### config.mk
export PLATFORM = sky130hd
export DESIGN_NAME = block_structure_matcher_unit
export DESIGN_NICKNAME = d
export VERILOG_FILES = /design/src/rtl/bsm_pkg.sv /design/src/rtl/block_structure_matcher_unit.sv
export VERILOG_INCLUDE_DIRS = /design/src /design/src/rtl
export SDC_FILE = /design/constraint.sdc
export NUM_CORES = 2
export LEC_CHECK = 0
export BUFFER_PORTS_ARGS = -buffer_cell sky130_fd_sc_hd__buf_2
export CORE_UTILIZATION = 48
export CTS_BUF_LIST = sky130_fd_sc_hd__clkbuf_4 sky130_fd_sc_hd__clkbuf_8
export DETAILED_ROUTE_END_ITERATION = 6
export PLACE_DENSITY = 0.66
export SETUP_SLACK_MARGIN = 0.5
export SYNTH_ARGS = -nofsm -noshare
export SYNTH_HDL_FRONTEND = slang
export SYNTH_SLANG_ARGS = --single-unit
### constraint.sdc
create_clock -name i_clk -period 8.3 [get_ports i_clk]
set_input_delay 1.66 -clock i_clk [delete_from_list [all_inputs] [get_ports i_clk]]
set_output_delay 1.66 -clock i_clk [all_outputs]
set_load 0.01 [all_outputs]
### src/rtl/assert_macros.svh
// Assertion macros shared by the block structure matcher RTL.
// No dependencies; define NO_ASSERTIONS to compile the checks out.
`ifndef ASSERT_MACROS_SVH
`define ASSERT_MACROS_SVH
`ifndef NO_ASSERTIONS
// Clocked check that is switched off while reset is held.
`define BSM_ASSERT(name, clk, rst_n, prop) \
    name: assert property (@(posedge clk) disable iff (!rst_n) prop) \
        else $error("%m: assertion failed");
// Clocked check that also holds while reset is held.
`define BSM_ASSERT_ALWAYS(name, clk, prop) \
    name: assert property (@(posedge clk) prop) else $error("%m: assertion failed");
`else
`define BSM_ASSERT(name, clk, rst_n, prop)
`define BSM_ASSERT_ALWAYS(name, clk, prop)
`endif
`endif

### src/rtl/bsm_pkg.sv
// Types and codes for the block structure matcher.
// No dependencies.
package bsm_pkg;

    // Line type codes of an input transfer.
    localparam logic [3:0] LT_OTHER    = 4'd0;
    localparam logic [3:0] LT_BEGIN    = 4'd1;
    localparam logic [3:0] LT_IF       = 4'd2;
    localparam logic [3:0] LT_WHILE    = 4'd3;
    localparam logic [3:0] LT_FOR      = 4'd4;
    localparam logic [3:0] LT_REPEAT   = 4'd5;
    localparam logic [3:0] LT_END      = 4'd6;
    localparam logic [3:0] LT_ENDIF    = 4'd7;
    localparam logic [3:0] LT_ELSE     = 4'd8;
    localparam logic [3:0] LT_ENDWHILE = 4'd9;
    localparam logic [3:0] LT_ENDFOR   = 4'd10;
    localparam logic [3:0] LT_UNTIL    = 4'd11;

    // Record kinds of an output transfer.
    localparam logic [1:0] RK_LINK    = 2'd0;
    localparam logic [1:0] RK_ERROR   = 2'd1;
    localparam logic [1:0] RK_SUMMARY = 2'd2;

    // Link fields.
    localparam logic [1:0] LF_BEGIN  = 2'd0;
    localparam logic [1:0] LF_MIDDLE = 2'd1;
    localparam logic [1:0] LF_END    = 2'd2;

    typedef struct packed {
        logic [3:0]  line_type;
        logic [9:0]  line_index;
        logic [15:0] source_line;
        logic        final_line;
    } t_in_item;

    typedef struct packed {
        logic [1:0]  record_kind;
        logic [9:0]  target_index;
        logic [1:0]  link_field;
        logic [9:0]  link_value;
        logic [15:0] error_line;
        logic        pass_ok;
        logic        last_of_run;
    } t_out_item;

    // One stack entry: opener kind, its index and the latest else under it.
    typedef struct packed {
        logic [2:0] kind;
        logic [9:0] position;
        logic       mid_valid;
        logic [9:0] middle;
    } t_stack_entry;

    // Which group of link writes a line causes.
    typedef enum logic [1:0] {
        LM_NONE       = 2'd0,
        LM_ELSE       = 2'd1,
        LM_CLOSE      = 2'd2,
        LM_CLOSE_ELSE = 2'd3
    } t_link_mode;

    // Opener kind that a closer or an else expects on top of the stack.
    function automatic logic [2:0] want_kind(input logic [3:0] line_type);
        logic [2:0] k;
        case (line_type)
            LT_END:      k = LT_BEGIN[2:0];
            LT_ENDIF:    k = LT_IF[2:0];
            LT_ELSE:     k = LT_IF[2:0];
            LT_ENDWHILE: k = LT_WHILE[2:0];
            LT_ENDFOR:   k = LT_FOR[2:0];
            default:     k = LT_REPEAT[2:0];
        endcase
        return k;
    endfunction

endpackage

### src/rtl/block_structure_matcher_unit.sv
// Block structure matcher: bracket stack, link write sequencer and output register.
// Depends on bsm_pkg and assert_macros.svh.
//
//  channel | direction | handshake             | payload
//  --------+-----------+-----------------------+-------------------------
//  in      | input     | i_in_valid/o_in_stall  | i_in_data  (t_in_item)
//  out     | output    | o_out_valid/i_out_stall| o_out_data (t_out_item)
//
// An opener that fits on the stack, or an other line, without the final flag yields
// no records, so such lines pass at one per cycle unless a refill holds them. A line
// with results gives the sequencer a run of one to seven records; the next line waits
// for it only when a second such line finds it busy. A pop leaving entries behind
// holds the next line while the new top is read from the stack memory's registered port.
// Reset clears the stack pointer and error flag at once; there is no clearing pass.
// A stall on a valid output record holds the output register and the sequencer in place.
`include "assert_macros.svh"

module block_structure_matcher_unit #(
    parameter int STACK_DEPTH = 64
) (
    input  logic                i_clk,
    input  logic                i_rst_n,
    input  logic                i_in_valid,
    output logic                o_in_stall,
    input  bsm_pkg::t_in_item   i_in_data,
    output logic                o_out_valid,
    input  logic                i_out_stall,
    output bsm_pkg::t_out_item  o_out_data
);

    localparam int SP_W  = $clog2(STACK_DEPTH + 1);
    localparam int IDX_W = $clog2(STACK_DEPTH);

    // Input register.
    logic              r_in_valid;
    bsm_pkg::t_in_item r_in;

    // Stack: top entry in flops, the rest in memory.
    logic [SP_W-1:0]       r_sp, n_sp;
    bsm_pkg::t_stack_entry r_top, n_top;
    bsm_pkg::t_stack_entry r_mem [STACK_DEPTH];
    bsm_pkg::t_stack_entry r_rd_data;
    logic                  r_refill;
    logic                  r_err_seen, n_err_seen;

    // Result descriptor for the sequencer.
    logic                r_d_valid;
    logic                r_d_err, n_d_err;
    bsm_pkg::t_link_mode r_d_mode, n_d_mode;
    logic                r_d_sum;
    logic                r_d_ok, n_d_ok;
    logic [9:0]          r_d_open, r_d_idx, r_d_els;
    logic [15:0]         r_d_sline;
    logic [2:0]          r_d_count, n_d_count;
    logic [2:0]          r_step;

    // Output register.
    logic               r_out_valid;
    bsm_pkg::t_out_item r_out, n_rec;

    logic            is_open, is_close, top_match, wr_en, pop, needs_desc;
    logic [SP_W-1:0] sp_m1, sp_m2;
    logic            proc_go, desc_done, emit_go, in_take;

    // Stack update and result classification for the registered line.
    always_comb begin
        is_open    = (r_in.line_type >= bsm_pkg::LT_BEGIN) &&
                     (r_in.line_type <= bsm_pkg::LT_REPEAT);
        is_close   = (r_in.line_type >= bsm_pkg::LT_END) &&
                     (r_in.line_type <= bsm_pkg::LT_UNTIL);
        top_match  = (r_sp != '0) && (r_top.kind == bsm_pkg::want_kind(r_in.line_type));
        sp_m1      = r_sp - SP_W'(1);
        sp_m2      = r_sp - SP_W'(2);
        n_sp       = r_sp;
        n_top      = r_top;
        wr_en      = 1'b0;
        pop        = 1'b0;
        n_d_err    = 1'b0;
        n_d_mode   = bsm_pkg::LM_NONE;
        if (is_open) begin
            if (r_sp >= SP_W'(STACK_DEPTH)) begin
                n_d_err = 1'b1;
            end else begin
                wr_en          = (r_sp != '0);
                n_top.kind     = r_in.line_type[2:0];
                n_top.position = r_in.line_index;
                n_top.mid_valid = 1'b0;
                n_top.middle   = '0;
                n_sp           = r_sp + SP_W'(1);
            end
        end else if (is_close) begin
            if (!top_match) begin
                n_d_err = 1'b1;
            end else if (r_in.line_type == bsm_pkg::LT_ELSE) begin
                n_top.mid_valid = 1'b1;
                n_top.middle    = r_in.line_index;
                n_d_mode        = bsm_pkg::LM_ELSE;
            end else begin
                pop  = 1'b1;
                n_sp = sp_m1;
                if (r_in.line_type == bsm_pkg::LT_ENDIF && r_top.mid_valid) begin
                    n_d_mode = bsm_pkg::LM_CLOSE_ELSE;
                end else begin
                    n_d_mode = bsm_pkg::LM_CLOSE;
                end
            end
        end
        n_err_seen = r_err_seen | n_d_err;
        n_d_ok     = !n_err_seen;
        if (r_in.final_line) begin
            n_sp       = '0;
            n_err_seen = 1'b0;
        end
        case (n_d_mode)
            bsm_pkg::LM_ELSE:       n_d_count = 3'd3;
            bsm_pkg::LM_CLOSE:      n_d_count = 3'd4;
            bsm_pkg::LM_CLOSE_ELSE: n_d_count = 3'd6;
            default:                n_d_count = n_d_err ? 3'd1 : 3'd0;
        endcase
        n_d_count  = n_d_count + {2'b00, r_in.final_line};
        needs_desc = n_d_err || (n_d_mode != bsm_pkg::LM_NONE) || r_in.final_line;
    end

    // Handshake and pipeline control.
    assign emit_go    = r_d_valid && (!r_out_valid || !i_out_stall);
    assign desc_done  = emit_go && (r_step == r_d_count - 3'd1);
    assign proc_go    = r_in_valid && !r_refill && (!needs_desc || !r_d_valid || desc_done);
    assign o_in_stall = r_in_valid && !proc_go;
    assign in_take    = i_in_valid && !o_in_stall;

    // Input register.
    always_ff @(posedge i_clk) begin
        if (!i_rst_n) begin
            r_in_valid <= 1'b0;
        end else if (in_take) begin
            r_in_valid <= 1'b1;
        end else if (proc_go) begin
            r_in_valid <= 1'b0;
        end
        if (in_take) begin
            r_in <= i_in_data;
        end
    end

    // Stack memory: pushes spill the old top, the entry below the top is read each cycle.
    always_ff @(posedge i_clk) begin
        if (proc_go && wr_en) begin
            r_mem[sp_m1[IDX_W-1:0]] <= r_top;
        end
        r_rd_data <= r_mem[sp_m2[IDX_W-1:0]];
    end

    // Stack pointer, top entry, refill and error flag.
    always_ff @(posedge i_clk) begin
        if (!i_rst_n) begin
            r_sp       <= '0;
            r_refill   <= 1'b0;
            r_err_seen <= 1'b0;
        end else if (r_refill) begin
            r_refill <= 1'b0;
        end else if (proc_go) begin
            r_sp       <= n_sp;
            r_refill   <= pop && (n_sp != '0);
            r_err_seen <= n_err_seen;
        end
        if (r_refill) begin
            r_top <= r_rd_data;
        end else if (proc_go) begin
            r_top <= n_top;
        end
    end

    // Descriptor load and sequencer step.
    always_ff @(posedge i_clk) begin
        if (!i_rst_n) begin
            r_d_valid <= 1'b0;
            r_step    <= '0;
        end else if (proc_go && needs_desc) begin
            r_d_valid <= 1'b1;
            r_step    <= '0;
        end else if (desc_done) begin
            r_d_valid <= 1'b0;
            r_step    <= '0;
        end else if (emit_go) begin
            r_step <= r_step + 3'd1;
        end
        if (proc_go && needs_desc) begin
            r_d_err   <= n_d_err;
            r_d_mode  <= n_d_mode;
            r_d_sum   <= r_in.final_line;
            r_d_ok    <= n_d_ok;
            r_d_open  <= r_top.position;
            r_d_idx   <= r_in.line_index;
            r_d_els   <= r_top.middle;
            r_d_sline <= r_in.source_line;
            r_d_count <= n_d_count;
        end
    end

    // Record for the current sequencer step.
    always_comb begin
        n_rec             = '0;
        n_rec.last_of_run = (r_step == r_d_count - 3'd1);
        if (r_d_sum && n_rec.last_of_run) begin
            n_rec.record_kind = bsm_pkg::RK_SUMMARY;
            n_rec.pass_ok     = r_d_ok;
        end else if (r_d_err) begin
            n_rec.record_kind = bsm_pkg::RK_ERROR;
            n_rec.error_line  = r_d_sline;
        end else if (r_d_mode == bsm_pkg::LM_ELSE) begin
            n_rec.record_kind = bsm_pkg::RK_LINK;
            case (r_step)
                3'd0: begin
                    n_rec.target_index = r_d_open;
                    n_rec.link_field   = bsm_pkg::LF_MIDDLE;
                    n_rec.link_value   = r_d_idx;
                end
                3'd1: begin
                    n_rec.target_index = r_d_idx;
                    n_rec.link_field   = bsm_pkg::LF_BEGIN;
                    n_rec.link_value   = r_d_open;
                end
                default: begin
                    n_rec.target_index = r_d_idx;
                    n_rec.link_field   = bsm_pkg::LF_MIDDLE;
                    n_rec.link_value   = r_d_idx;
                end
            endcase
        end else begin
            n_rec.record_kind = bsm_pkg::RK_LINK;
            case (r_step)
                3'd0: begin
                    n_rec.target_index = r_d_open;
                    n_rec.link_field   = bsm_pkg::LF_BEGIN;
                    n_rec.link_value   = r_d_open;
                end
                3'd1: begin
                    n_rec.target_index = r_d_open;
                    n_rec.link_field   = bsm_pkg::LF_END;
                    n_rec.link_value   = r_d_idx;
                end
                3'd2: begin
                    n_rec.target_index = r_d_idx;
                    n_rec.link_field   = bsm_pkg::LF_BEGIN;
                    n_rec.link_value   = r_d_open;
                end
                3'd3: begin
                    n_rec.target_index = r_d_idx;
                    n_rec.link_field   = bsm_pkg::LF_END;
                    n_rec.link_value   = r_d_idx;
                end
                3'd4: begin
                    n_rec.target_index = r_d_idx;
                    n_rec.link_field   = bsm_pkg::LF_MIDDLE;
                    n_rec.link_value   = r_d_els;
                end
                default: begin
                    n_rec.target_index = r_d_els;
                    n_rec.link_field   = bsm_pkg::LF_END;
                    n_rec.link_value   = r_d_idx;
                end
            endcase
        end
    end

    // Output register.
    always_ff @(posedge i_clk) begin
        if (!i_rst_n) begin
            r_out_valid <= 1'b0;
        end else if (emit_go) begin
            r_out_valid <= 1'b1;
        end else if (r_out_valid && !i_out_stall) begin
            r_out_valid <= 1'b0;
        end
        if (emit_go) begin
            r_out <= n_rec;
        end
    end

    assign o_out_valid = r_out_valid;
    assign o_out_data  = r_out;

    // The stack pointer never passes the stack depth.
    `BSM_ASSERT(a_sp_range, i_clk, i_rst_n, r_sp <= SP_W'(STACK_DEPTH))
    // A refill only happens with entries left on the stack.
    `BSM_ASSERT(a_refill_nonempty, i_clk, i_rst_n, r_refill |-> (r_sp != '0))
    // No line is processed while the top entry is being refilled.
    `BSM_ASSERT(a_no_proc_in_refill, i_clk, i_rst_n, r_refill |-> !proc_go)
    // The sequencer step stays inside the loaded run.
    `BSM_ASSERT(a_step_in_run, i_clk, i_rst_n, r_d_valid |-> (r_step < r_d_count))
    // A pop that leaves entries behind is followed by a refill.
    `BSM_ASSERT(a_pop_refills, i_clk, i_rst_n,
        (proc_go && !r_refill && pop && (n_sp != '0)) |=> r_refill)

endmodule

==> reports/metrics.csv <==
metric,value,unit
drt pass-1 iters,7,
Via Count,32380,
Fin. Hold Viols,0,
routed len/inst,30.58,um
final setup skew,0.05526,ns
# IOs,79,
H-tree levels,5,
die width,374.1,um
Max Root-Sink Buffers,4,
via/cell ratio,6.160,
Die Span Y,374.1,um
"Async S/R FF share, synth",0,%
worst-skew pair later-pin latency,0.96,ns
HP Class,reg2reg,
setup bufs post-CTS,0,
area fraction of the dominant cell type after synthesis,76.24,%
post-cts resize count,0,
Slew @ Worst Pin,1.396,ns
Fill cells,9992,
RSZ-0062 raised after global routing,false,
gr usage total,23.15,%
gr ovfl total,0,
Syn-to-layout area delta,13.02,%
clock sinks,1726,
CP bufs+invs,2,
"delay-heaviest family, CP",compound AO/OA/AOI/OAI gates,
register area share after synthesis,77.42,%
"area leader, netlist",edfxtp_1,
met2 usage,35.96,%
cell with the most instances after synthesis,edfxtp_1,
synthesized area,0.06644,mm2
first-pass GRT wire length,231100,um
final setup TNS,0,ns
top post-synthesis cells by area,"edfxtp_1 (76%), mux4_2 (16%), dfxtp_1 (1.2%), nor2_1 (0.59%), clkbuf_1 (0.55%)",
VDD IR-drop max,0.1307,mV
distinct cell type count after synthesis,65,
"Net Count, Synth",2969,
number of port buffers,78,
initial DRC count,4323,
num rows,136,
largest net degree at the start of global routing,131,
core area,0.1373,mm2
fraction of final layout cells sized beyond drive strength 1,34.96,%
R2R setup slack,3.02,ns
Seq cells post-synth,1726,
crit path launch type,flip-flop,
total placed cells including tap cells,4756,
Final Critical Period,6.507,ns
Num CTS Buffers,292,
Initial Util,48.38,%
critical path's slowest cell,dfxtp_4,
slew margin rel.,6.372,%
Fmax,0.1537,GHz
fin cells,5256,
"Setup violations, final",0,
pwr dens,231.5,mW/mm2
final period utilization,78.40,%
drt drc,0,
"Max FO, Critical Path",48,
Max Cap Viol,0,
Synth top cells by count,"edfxtp_1 (1687), mux4_2 (480), nor2_1 (104), clkbuf_1 (97), a211oi_1 (48)",
CTS tree,done,
"Top FF cell, synth",edfxtp_1,
Leak,23.07,nW
GPL Wtd Cong,0.8854,
GRT met3 Usage,4.809,%
clock root cell,clkbuf_8,
Final Max Tran Viols,0,
detailed placer's ending HPWL,96060,um
Final ANT Viol Nets,0,
cells after synthesis,2920,
fin nets,3307,
Critical Path RT,6.64,ns
"Cell Chain, Critical Path","inv_1, ha_1, nand3b_1, o21ai_0, a21oi_2, or3_1, o21a_1, and2_1, buf_2",
Worst-path clk slew,0.07,ns
number of global-route vias before repair,32560,
die area,0.1399,mm2
CP Capture Type,primary output,
# hold bufs at CTS,0,
status,"finished, final reports clean",
CP Class,reg2out,
WP data arrival,4.85,ns
"Warnings, synthesis",0,
Post-synth EDFFs,1687,
Routed WL,160700,um
grt peak-use layer,met2,
GR met1 Demand/Resource,33.02,%
Syn Area/Cell,22.75,um2
antenna violations before repair,11,
max incr delay on CP,1.02,ns
==> area by class of cell <==
type                       instances  area (um2)  area share (%)
timing repair buffer             205        1385           1.845
tap                             1794        2245           2.989
antenna                            7       17.52         0.02333
multi-input combinational       1021       14600           19.44
clock inverter                   119       679.4          0.9048
clock buffer                     372        4676           6.227
inverter                          12       45.04         0.05998
sequential                      1726       51450           68.51
==> cell usage in the layout, fill, tap and decap left out, types with 4 or more instances in the layout <==
cell        count
clkinvlp_4      8
mux4_2        480
nand2_1        43
edfxtp_1     1687
a21oi_1        40
a22oi_1        10
nor2b_1        40
nor2_2         57
nor4_2          4
clkinv_2       36
o21ai_0        21
xor2_1          6
and3_1         19
clkbuf_8      301
a222oi_1       19
nor2_1         51
dfxtp_1        37
a211oi_2        5
buf_4         123
nor3_1         10
and2_1          6
nand2b_1        7
mux2_2         15
clkinv_1       70
nand3_1        15
inv_1          11
ha_1           13
or3_1           5
clkbuf_4       71
a211oi_1       44
xnor2_1        11
diode_2         7
bufinv_16       6
mux2i_1        27
a221o_1        12
buf_2          78
==> logic make-up after synthesis <==
family / count (synthesis) / share of synthesized area, %
flip-flops: 1726 / 77.42
AO/OA/AOI/OAI: 181 / 1.960
multiplexers: 522 / 16.93
XOR/XNOR: 20 / 0.2636
adder cells (fa/ha/maj): 14 / 0.2636
AND/OR/NAND/NOR: 284 / 2.132
buffers and inverters: 173 / 1.030
==> report_power, final <==
group | internal (W) | switching (W) | total [W]
logic | 0.000232 | 0.000400 | 0.000632
clock network | 0.00385 | 0.00323 | 0.00708
registers | 0.00961 | 0.0000607 | 0.00967
==> through the flow <==
stage	instance area (um2)	setup WS (ns)	total power, W	hold slack [ns]	utilization, %
after floorplan	66450	1.282	0.01021	0.4003	-
after global placement	69660	2.443	0.01046	0.4077	50.73
after detailed placement	69690	2.360	0.01048	0.4054	50.75
after CTS	75050	1.746	0.01752	0.3896	54.65
after global routing	75080	1.502	0.01792	0.4134	54.67
final	75090	1.793	0.01738	0.3917	54.68
==> per-layer routing <==
metal,share of wire (%),vias to the layer above
met5,0.0081,-
met4,2.8,2
met3,8.6,289
met2,48,1671
met1,41,17260
li1,-,13150
==> final timing paths <==
kind         depth (start not counted)            startpoint                      end
min                                  0    r_in[14]$_DFFE_PP_  r_d_sline[13]$_DFFE_PP_
min reg2reg                          0    r_in[14]$_DFFE_PP_  r_d_sline[13]$_DFFE_PP_
max                                  9  r_sp[0]$_SDFFE_PN0P_               o_in_stall
max reg2reg                          7  r_sp[1]$_SDFFE_PN0P_    r_rd_data[10]$_DFF_P_
==> flip-flops by register name (all words and copies together), names as in the netlist, 2 cells and up <==
register and cells:
r_mem 1536, o_out_data 42, r_in 31, r_rd_data 24, r_top 24, r_d_sline 16, r_d_els 10, r_d_idx 10
r_d_open 10, r_sp 7, r_d_count 3, r_step 3, r_d_mode 2
Power figures use the tool's default switching activity.
